<file path="config.mk">
export PLATFORM = sky130hd
export DESIGN_NAME = stepper_move_backlash_pulser
export DESIGN_NICKNAME = d
export VERILOG_FILES = /design/src/smbp_pkg.sv /design/src/smbp_calc.sv /design/src/smbp_engine.sv /design/src/stepper_move_backlash_pulser.sv
export VERILOG_INCLUDE_DIRS = /design/src /design/src/src
export SDC_FILE = /design/constraint.sdc
export NUM_CORES = 2
export LEC_CHECK = 0
export BUFFER_PORTS_ARGS = -buffer_cell sky130_fd_sc_hd__buf_2
export CAP_MARGIN = 15
export CORE_UTILIZATION = 60
export CTS_BUF_LIST = sky130_fd_sc_hd__clkbuf_8
export DETAILED_ROUTE_END_ITERATION = 10
export PLACE_DENSITY = 0.8
export SYNTH_ARGS = -nofsm -noshare
export SYNTH_HDL_FRONTEND = slang
export SYNTH_SLANG_ARGS = --single-unit
</file>
<file path="constraint.sdc">
create_clock -name clk -period 17.2 [get_ports clk]
set_input_delay 3.44 -clock clk [delete_from_list [all_inputs] [get_ports clk]]
set_output_delay 3.44 -clock clk [all_outputs]
set_load 0.01 [all_outputs]
</file>
<file path="src/stepper_move_backlash_pulser_defines.svh">
// Assertion macros for the stepper move pulser.
`ifndef STEPPER_MOVE_BACKLASH_PULSER_DEFINES_SVH
`define STEPPER_MOVE_BACKLASH_PULSER_DEFINES_SVH

// Same-cycle implication, sampled on clk, off during reset.
`define SMBP_ASSERT_NOW(label, ante, cons) \
	label: assert property (@(posedge clk) disable iff (!arst_n) (ante) |-> (cons)) \
		else $error("smbp assertion failed");

// Next-cycle implication, sampled on clk, off during reset.
`define SMBP_ASSERT_NEXT(label, ante, cons) \
	label: assert property (@(posedge clk) disable iff (!arst_n) (ante) |=> (cons)) \
		else $error("smbp assertion failed");

`endif

</file>
<file path="src/smbp_pkg.sv">
// Shared types, codes and constants for the stepper move pulser.
package smbp_pkg;

	localparam int unsigned CFG_W      = 16;
	localparam int unsigned REG_IDX_W  = 2;
	localparam int unsigned STEPS_W    = 23;
	localparam int unsigned PHASE_W    = 17;
	localparam int unsigned POS_W      = 32;
	localparam int unsigned DIST_W     = 16;
	localparam int unsigned PROD_W     = CFG_W + DIST_W;

	// Item kinds
	localparam logic [1:0] KIND_TICK   = 2'd0;
	localparam logic [1:0] KIND_MOVE   = 2'd1;
	localparam logic [1:0] KIND_TOGGLE = 2'd2;

	// Toggle targets
	localparam logic [1:0] PIN_DIR     = 2'd0;
	localparam logic [1:0] PIN_STEP    = 2'd1;
	localparam logic [1:0] PIN_ENABLE  = 2'd2;

	// Register indexes
	localparam logic [REG_IDX_W-1:0] REG_MICROSTEPS_PER_MM = 2'd0;
	localparam logic [REG_IDX_W-1:0] REG_BACKLASH_INWARD   = 2'd1;
	localparam logic [REG_IDX_W-1:0] REG_BACKLASH_OUTWARD  = 2'd2;
	localparam logic [REG_IDX_W-1:0] REG_HALF_PERIOD       = 2'd3;

	// Register reset values
	localparam logic [CFG_W-1:0] RST_MICROSTEPS_PER_MM = 16'd470;
	localparam logic [CFG_W-1:0] RST_BACKLASH_INWARD   = 16'd200;
	localparam logic [CFG_W-1:0] RST_BACKLASH_OUTWARD  = 16'd240;
	localparam logic [CFG_W-1:0] RST_HALF_PERIOD       = 16'd156;

	// Divide by microns per mm as multiply by rounded-up reciprocal, then shift
	localparam longint unsigned MICRONS_PER_MM = 1000;
	localparam int unsigned     DIV_SHIFT      = 38;
	localparam int unsigned     MAGIC_W        = 29;
	localparam int unsigned     QPROD_W        = PROD_W + MAGIC_W;
	localparam logic [MAGIC_W-1:0] DIV_MAGIC   =
		MAGIC_W'(((64'd1 << DIV_SHIFT) + MICRONS_PER_MM - 1) / MICRONS_PER_MM);

	typedef struct packed {
		logic [CFG_W-1:0] microsteps_per_mm;
		logic [CFG_W-1:0] backlash_to_inward;
		logic [CFG_W-1:0] backlash_to_outward;
		logic [CFG_W-1:0] half_period_ticks;
	} cfg_t;

	typedef struct packed {
		logic [1:0]         kind;
		logic               direction;
		logic [1:0]         pin_select;
		logic [STEPS_W-1:0] quotient;
	} item_t;

endpackage

</file>
<file path="src/smbp_calc.sv">
// Move-count arithmetic pipeline: input register, rate product, divide by 1000.
module smbp_calc (
	input  logic                            clk,
	input  logic                            arst_n,
	input  smbp_pkg::cfg_t                  cfg,
	input  logic                            in_valid,
	output logic                            in_stall,
	input  logic [1:0]                      kind,
	input  logic                            direction,
	input  logic [smbp_pkg::DIST_W-1:0]     distance_microns,
	input  logic [1:0]                      pin_select,
	output logic                            item_valid,
	output smbp_pkg::item_t                 item,
	input  logic                            item_ready
);

	logic                          v_s1, v_s2, v_s3;
	logic                          en_s1, en_s2, en_s3;
	logic [1:0]                    kind_s1, kind_s2;
	logic                          dir_s1, dir_s2;
	logic [1:0]                    pin_s1, pin_s2;
	logic [smbp_pkg::DIST_W-1:0]   dist_s1;
	logic [smbp_pkg::PROD_W-1:0]   prod_s2;
	logic [smbp_pkg::QPROD_W-1:0]  qprod;
	smbp_pkg::item_t               item_s3;

	// Advance a stage when it is empty or its successor takes its content
	assign en_s3    = !v_s3 || item_ready;
	assign en_s2    = !v_s2 || en_s3;
	assign en_s1    = !v_s1 || en_s2;
	assign in_stall = !en_s1;

	// Stage valid bits
	always_ff @(posedge clk or negedge arst_n) begin
		if (!arst_n) begin
			v_s1 <= 1'b0;
			v_s2 <= 1'b0;
			v_s3 <= 1'b0;
		end else begin
			if (en_s1) v_s1 <= in_valid;
			if (en_s2) v_s2 <= v_s1;
			if (en_s3) v_s3 <= v_s2;
		end
	end

	// Capture the request
	always_ff @(posedge clk) begin
		if (en_s1) begin
			kind_s1 <= kind;
			dir_s1  <= direction;
			pin_s1  <= pin_select;
			dist_s1 <= distance_microns;
		end
	end

	// Form microsteps times microns
	always_ff @(posedge clk) begin
		if (en_s2) begin
			kind_s2 <= kind_s1;
			dir_s2  <= dir_s1;
			pin_s2  <= pin_s1;
			prod_s2 <= smbp_pkg::PROD_W'(cfg.microsteps_per_mm) *
				smbp_pkg::PROD_W'(dist_s1);
		end
	end

	// Divide by microns per mm through the reciprocal
	assign qprod = smbp_pkg::QPROD_W'(prod_s2) * smbp_pkg::QPROD_W'(smbp_pkg::DIV_MAGIC);

	always_ff @(posedge clk) begin
		if (en_s3) begin
			item_s3.kind       <= kind_s2;
			item_s3.direction  <= dir_s2;
			item_s3.pin_select <= pin_s2;
			item_s3.quotient   <= qprod[smbp_pkg::DIV_SHIFT +: smbp_pkg::STEPS_W];
		end
	end

	assign item_valid = v_s3;
	assign item       = item_s3;

endmodule

</file>
<file path="src/smbp_engine.sv">
// Step engine: pin and position state, step timing and the result register.
module smbp_engine (
	input  logic                         clk,
	input  logic                         arst_n,
	input  smbp_pkg::cfg_t               cfg,
	input  logic                         item_valid,
	input  smbp_pkg::item_t              item,
	output logic                         item_ready,
	output logic                         out_valid,
	input  logic                         out_stall,
	output logic                         step_level,
	output logic                         dir_level,
	output logic                         enable_level,
	output logic                         busy_res,
	output logic                         move_done,
	output logic                         rejected,
	output logic signed [smbp_pkg::POS_W-1:0] position
);

	logic [smbp_pkg::STEPS_W-1:0] steps_q, steps_n, count;
	logic [smbp_pkg::PHASE_W-1:0] phase_q, phase_n, phase_inc;
	logic [smbp_pkg::POS_W-1:0]   pos_q, pos_n;
	logic                         last_dir_q, last_dir_n;
	logic                         step_q, step_n;
	logic                         dir_q, dir_n;
	logic                         en_q, en_n;
	logic                         done, rej, busy, adv;
	logic [smbp_pkg::CFG_W-1:0]   half, backlash;
	logic                         out_valid_q;

	assign item_ready = !out_valid_q || !out_stall;
	assign adv        = item_valid && item_ready;

	// Work out the next state for the item at the head
	always_comb begin
		steps_n    = steps_q;
		phase_n    = phase_q;
		pos_n      = pos_q;
		last_dir_n = last_dir_q;
		step_n     = step_q;
		dir_n      = dir_q;
		en_n       = en_q;
		done       = 1'b0;
		rej        = 1'b0;
		busy       = steps_q != '0;
		half       = (cfg.half_period_ticks == '0) ? smbp_pkg::CFG_W'(1) : cfg.half_period_ticks;
		phase_inc  = phase_q + smbp_pkg::PHASE_W'(1);
		backlash   = item.direction ? cfg.backlash_to_outward : cfg.backlash_to_inward;
		count      = item.quotient +
			((item.direction != last_dir_q) ? smbp_pkg::STEPS_W'(backlash) : '0);
		case (item.kind)
			smbp_pkg::KIND_TICK: begin
				if (busy) begin
					if (phase_inc >= smbp_pkg::PHASE_W'(half)) begin
						phase_n = '0;
						if (step_q) begin
							step_n = 1'b0;
						end else begin
							pos_n   = last_dir_q ? pos_q + smbp_pkg::POS_W'(1) :
								pos_q - smbp_pkg::POS_W'(1);
							steps_n = steps_q - smbp_pkg::STEPS_W'(1);
							if (steps_q == smbp_pkg::STEPS_W'(1)) begin
								en_n = 1'b1;
								done = 1'b1;
							end else begin
								step_n = 1'b1;
							end
						end
					end else begin
						phase_n = phase_inc;
					end
				end
			end
			smbp_pkg::KIND_MOVE: begin
				if (busy) begin
					rej = 1'b1;
				end else begin
					last_dir_n = item.direction;
					dir_n      = item.direction;
					steps_n    = count;
					phase_n    = '0;
					if (count == '0) begin
						en_n = 1'b1;
						done = 1'b1;
					end else begin
						en_n   = 1'b0;
						step_n = 1'b1;
					end
				end
			end
			smbp_pkg::KIND_TOGGLE: begin
				if (busy) begin
					rej = 1'b1;
				end else begin
					case (item.pin_select)
						smbp_pkg::PIN_DIR:    dir_n  = !dir_q;
						smbp_pkg::PIN_STEP:   step_n = !step_q;
						smbp_pkg::PIN_ENABLE: en_n   = !en_q;
						default: ;
					endcase
				end
			end
			default: ;
		endcase
	end

	// Hold state; advance it when the item moves into the result register
	always_ff @(posedge clk or negedge arst_n) begin
		if (!arst_n) begin
			steps_q    <= '0;
			phase_q    <= '0;
			pos_q      <= '0;
			last_dir_q <= 1'b1;
			step_q     <= 1'b0;
			dir_q      <= 1'b0;
			en_q       <= 1'b1;
		end else if (adv) begin
			steps_q    <= steps_n;
			phase_q    <= phase_n;
			pos_q      <= pos_n;
			last_dir_q <= last_dir_n;
			step_q     <= step_n;
			dir_q      <= dir_n;
			en_q       <= en_n;
		end
	end

	// Result valid: drop when taken, hold while stalled
	always_ff @(posedge clk or negedge arst_n) begin
		if (!arst_n) begin
			out_valid_q <= 1'b0;
		end else if (item_ready) begin
			out_valid_q <= item_valid;
		end
	end

	// Result payload
	always_ff @(posedge clk) begin
		if (adv) begin
			step_level   <= step_n;
			dir_level    <= dir_n;
			enable_level <= en_n;
			busy_res     <= steps_n != '0;
			move_done    <= done;
			rejected     <= rej;
			position     <= pos_n;
		end
	end

	assign out_valid = out_valid_q;

endmodule

</file>
<file path="src/stepper_move_backlash_pulser.sv">
// Top level of the stepper move pulser with backlash compensation.
// Input channel (in_valid / in_stall) takes one request per item: a time tick,
// a move (direction, distance in microns) or a pin toggle. Output channel
// (out_valid / out_stall) returns exactly one result per request: pin levels,
// busy, move done, rejected and the signed microstep position.
// Configuration: cfg_we writes cfg_data into register cfg_index (0 rate,
// 1 inward backlash, 2 outward backlash, 3 half period); write only while idle.
// A request passes the input register, the register of the 16x16 rate multiply,
// the register after the reciprocal multiply that divides by 1000 and the step
// engine's result register. Throughput: one request per cycle while not stalled.
// Step state is updated only in the last stage, so requests in flight
// see each other in order.
// When the receiver stalls, the result register holds and the three stages
// in front keep filling; in_stall rises once all of them are full.
// Reset: registers return to their defaults, driver disabled (enable high),
// position zero, last direction outward, no result pending.
`include "stepper_move_backlash_pulser_defines.svh"

module stepper_move_backlash_pulser (
	input  logic                                 clk,
	input  logic                                 arst_n,
	input  logic                                 cfg_we,
	input  logic [smbp_pkg::REG_IDX_W-1:0]       cfg_index,
	input  logic [smbp_pkg::CFG_W-1:0]           cfg_data,
	input  logic                                 in_valid,
	output logic                                 in_stall,
	input  logic [1:0]                           kind,
	input  logic                                 direction,
	input  logic [smbp_pkg::DIST_W-1:0]          distance_microns,
	input  logic [1:0]                           pin_select,
	output logic                                 out_valid,
	input  logic                                 out_stall,
	output logic                                 step_level,
	output logic                                 dir_level,
	output logic                                 enable_level,
	output logic                                 busy_res,
	output logic                                 move_done,
	output logic                                 rejected,
	output logic signed [smbp_pkg::POS_W-1:0]    position
);

	smbp_pkg::cfg_t  cfg_q;
	smbp_pkg::item_t item;
	logic            item_valid, item_ready;

	// Configuration registers
	always_ff @(posedge clk or negedge arst_n) begin
		if (!arst_n) begin
			cfg_q.microsteps_per_mm   <= smbp_pkg::RST_MICROSTEPS_PER_MM;
			cfg_q.backlash_to_inward  <= smbp_pkg::RST_BACKLASH_INWARD;
			cfg_q.backlash_to_outward <= smbp_pkg::RST_BACKLASH_OUTWARD;
			cfg_q.half_period_ticks   <= smbp_pkg::RST_HALF_PERIOD;
		end else if (cfg_we) begin
			case (cfg_index)
				smbp_pkg::REG_MICROSTEPS_PER_MM: cfg_q.microsteps_per_mm   <= cfg_data;
				smbp_pkg::REG_BACKLASH_INWARD:   cfg_q.backlash_to_inward  <= cfg_data;
				smbp_pkg::REG_BACKLASH_OUTWARD:  cfg_q.backlash_to_outward <= cfg_data;
				smbp_pkg::REG_HALF_PERIOD:       cfg_q.half_period_ticks   <= cfg_data;
				default: ;
			endcase
		end
	end

	smbp_calc u_calc (
		.clk              (clk),
		.arst_n           (arst_n),
		.cfg              (cfg_q),
		.in_valid         (in_valid),
		.in_stall         (in_stall),
		.kind             (kind),
		.direction        (direction),
		.distance_microns (distance_microns),
		.pin_select       (pin_select),
		.item_valid       (item_valid),
		.item             (item),
		.item_ready       (item_ready)
	);

	smbp_engine u_engine (
		.clk          (clk),
		.arst_n       (arst_n),
		.cfg          (cfg_q),
		.item_valid   (item_valid),
		.item         (item),
		.item_ready   (item_ready),
		.out_valid    (out_valid),
		.out_stall    (out_stall),
		.step_level   (step_level),
		.dir_level    (dir_level),
		.enable_level (enable_level),
		.busy_res     (busy_res),
		.move_done    (move_done),
		.rejected     (rejected),
		.position     (position)
	);

	// A finished move leaves the driver disabled and nothing pending
	`SMBP_ASSERT_NOW(a_done_idle, out_valid && move_done, !busy_res && enable_level)
	// The driver stays enabled while a move runs
	`SMBP_ASSERT_NOW(a_busy_enabled, out_valid && busy_res, !enable_level)
	// A rejected request never finishes a move
	`SMBP_ASSERT_NOW(a_rej_not_done, out_valid && rejected, !move_done)
	// Input backs up only behind a stalled, full result register
	`SMBP_ASSERT_NOW(a_stall_cause, in_stall, out_valid && out_stall)

endmodule

</file>
==> results by group <==
Outcome
  • Status: finished clean

Yosys
  • Post-Syn Nets: ~4,800
  • Synth unique cells: 80
  • Synthesized area per cell: between 9 and 10 µm²
  • Post-synthesis sequential element count: 268
  • Async set or reset register ratio after synthesis: 0.5373
  • Ys Warns: 0
  • Ys flop type: dfrtp_1
  • Number of synthesized flops with an enable pin: around 120
  • Seq/Total Area, Yosys: 0.2024
  • Post-Synthesis Cells: 3,667
  • Synth Cell Area: 36,320 µm²

GRT
  • Initial antenna violation count: 1
  • GR Overflow Total: 0
  • Number of global-route vias before repair: 26,762
  • GRT Total Usage: 0.2797
  • Largest net degree at the start of global routing: 86
  • First-pass GRT wire length: 135,400 µm

Min path
  • Hold Crit Class: reg -> reg

Placed design
  • Detailed Place HPWL: 65,230 µm
  • Placer Congestion: 0.9215
  • Port Buf Inserts: 83

Timing
  • Actual slew at the worst max-slew pin: 1.026 ns
  • Period utilisation layout: 0.4796
  • Final setup TNS: 0 ns
  • Final setup fails: 0
  • Final slew viol count: 0
  • Fmax: approximately 0.12 GHz
  • Hold Vio Cnt, Final: 0
  • Worst Skew: around 0.044 ns
  • Minimum clock period: 8.250 ns
  • RSZ-0062 raised after global routing: false
  • Relative slew slack: 0.3137

Clocking
  • Hold_buf cts: 0
  • Deepest clock path buffer count: 3
  • Clock slew at the register clock pins of the worst setup and hold paths: 0.06 ns
  • Number of buffers added for setup after CTS: 0
  • H-tree Lvls: 2
  • CTS Buf Count: 47
  • Clock latency on the worst-skew pair: 0.64 ns
  • Cts repair resizes: 0
  • Root buf cell: clkbuf_8
  • Clock Sinks: 268
  • CTS tree: yes

Finish
  • Layout area overhead: 6.088%
  • Layout cells sized above 1: 0.08179
  • Layout Nets: ~4,800

Die
  • Initial Util: 0.6107
  • Core Rows: between 80 and 90
  • Area of the core: 59,460 µm²
  • Chip width: 248.0 µm
  • Die ar.: 61,520 µm²
  • Io pins: 84
  • Die Ht: 248.0 µm

Job
  • Max-Cap Viols: 0

Routing
  • DRC: 0
  • ANT nets after route: 0
  • DR pass1 iterations: 6
  • DR iter-0 viols: around 1,800
  • DRT Wirelength: 82,350 µm
  • WL/cell: 18.09 µm
  • Via/cell ratio: 5.626
  • Vias: 25,609

Critical path
  • Crit path capture type: flip-flop
  • CP Class: reg -> reg
  • Required time worst endpoint: 17.55 ns
  • WP data arrival: roughly 8.6 ns
  • Crit start category: flip-flop
  • Crit Path Max Fanout: 10
  • Reg-to-reg setup timing slack: 8.95 ns
final timing paths:
path,start,end,cells after the start
min reg2reg,u_calc.pin_s1[1]$_DFFE_PN_,u_calc.pin_s2[1]$_DFFE_PP_,0
min,u_calc.pin_s1[1]$_DFFE_PN_,u_calc.pin_s2[1]$_DFFE_PP_,0
max reg2reg,u_calc.prod_s2[23]$_DFFE_PP_,u_calc.item[21]$_DFFE_PP_,25
max,u_calc.prod_s2[23]$_DFFE_PP_,u_calc.item[21]$_DFFE_PP_,25
min in group asynchronous,arst_n,u_engine.pos_q[3]$_DFFE_PN0P_,1
max in group asynchronous,arst_n,cfg_q[7]$_DFFE_PN1P_,3
worst max-delay path, cell delays in order, from the launching register on:
cell	delay, ns
edfxtp_1	0.64
ha_1	0.43
fa_1	0.40
fa_1	0.50
inv_1	0.05
fa_1	0.47
inv_1	0.05
fa_1	0.50
inv_1	0.06
fa_1	0.52
inv_1	0.05
fa_1	0.47
inv_1	0.05
fa_1	0.47
inv_1	0.04
ha_1	0.29
nand2_1	0.07
nor4_1	0.61
nand2_1	0.20
a211oi_1	0.37
o21ai_0	0.31
a21oi_1	0.32
o31ai_1	0.16
a211oi_1	0.48
o221ai_1	0.28
xnor2_1	0.18
metrics by stage:
stage,instance area [µm²],hold slack [ns],utilization,instances,setup WS (ns)
finish,38530,0.3959,0.6479,4552,8.950
global route,38530,0.4014,0.6479,4552,8.515
CTS,38470,0.4056,0.6470,4549,8.978
global placement,37520,0.4020,0.6310,4462,9.143
detailed placement,37520,0.4045,0.6310,4462,9.028
floorplan,36320,0.4003,-,3667,9.315
routing by layer:
| layer | global-route usage | wire length (µm) | part of all wire | vias up |
|---|---|---|---|---|
| li1 | - | - | - | 11990 |
| met1 | 0.3855 | 35290 | 0.43 | 12583 |
| met2 | 0.4574 | 39060 | 0.47 | 860 |
| met3 | 0.04266 | 5753 | 0.070 | 176 |
| met4 | 0.08318 | 2246 | 0.027 | 0 |
| met5 | 0 | 0 | 0 | - |
flip-flops by register name, indices dropped and copies added (netlist names), 2 cells and up:
| name | cells |
|---|---|
| u_calc.item | 28 |
| u_calc.pin_s1 | 2 |
| u_engine.pos_q | 32 |
| u_calc.kind_s1 | 2 |
| u_calc.dist_s1 | 16 |
| u_calc.pin_s2 | 2 |
| u_engine.phase_q | 17 |
| cfg_q | 64 |
| u_calc.kind_s2 | 2 |
| u_engine.position | 32 |
| u_calc.prod_s2 | 32 |
| u_engine.steps_q | 23 |
cells in the final DEF, fill, tap and decap left out, drive strengths merged, types with 26 or more instances in the layout:
cell type,count
xor2,33
o21ai,110
edfxtp,124
nand3,48
a21o,40
dfrtp,125
clkbuf,52
mux2,84
ha,561
nand2b,26
buf,101
nand2,390
fa,494
xnor2,73
and2,96
nor3,33
nor2,117
inv,813
a21oi,112
synth_stat cells, types with 11 or more instances:
master	number	share of area
a211oi_1	22	0.0045
nor2b_1	21	0.0036
a22o_1	19	0.0046
dfstp_2	19	0.014
fa_1	494	0.27
inv_1	799	0.083
xnor2_1	73	0.018
and2_1	96	0.017
nand4_1	25	0.0043
o21ai_0	109	0.015
a21oi_1	111	0.015
nand2b_1	26	0.0045
a21o_1	40	0.0083
edfxtp_1	124	0.10
dfrtp_1	125	0.086
nor4_1	12	0.0021
mux2_2	84	0.026
ha_1	561	0.19
nand2_1	390	0.040
clkbuf_1	67	0.0069
nor2_1	116	0.012
xor2_1	33	0.0080
o21a_1	19	0.0039
or3_1	15	0.0026
and3_1	18	0.0031
nand3_1	47	0.0065
o21bai_1	11	0.0023
nor3_1	33	0.0045
logic make-up after synthesis:
kind of cell / share of synthesized area
AOI/OAI and AO/OA: 0.07545
xor gates and xnor gates: 0.02556
buffers and inverters: 0.09116
muxes: 0.02880
and+or+nand+nor: 0.1110
adders and majority gates: 0.4656
DFF: 0.2024
layout make-up:
| cell class | instances | area, µm² |
|---|---|---|
| clock inverters | 35 | 232.7 |
| fillers | 4659 | 20940 |
| multi-input cells | 2523 | 25660 |
| inverters | 799 | 2999 |
| well taps | 773 | 967.2 |
| repair buffers | 101 | 596.8 |
| flip-flops and latches | 268 | 7351 |
| diodes | 1 | 2.502 |
| clock buffers | 52 | 715.7 |
Power is left out: the tool's default activity adds up to more than one toggle a clock period on the data nets, which glitch-free logic cannot reach.
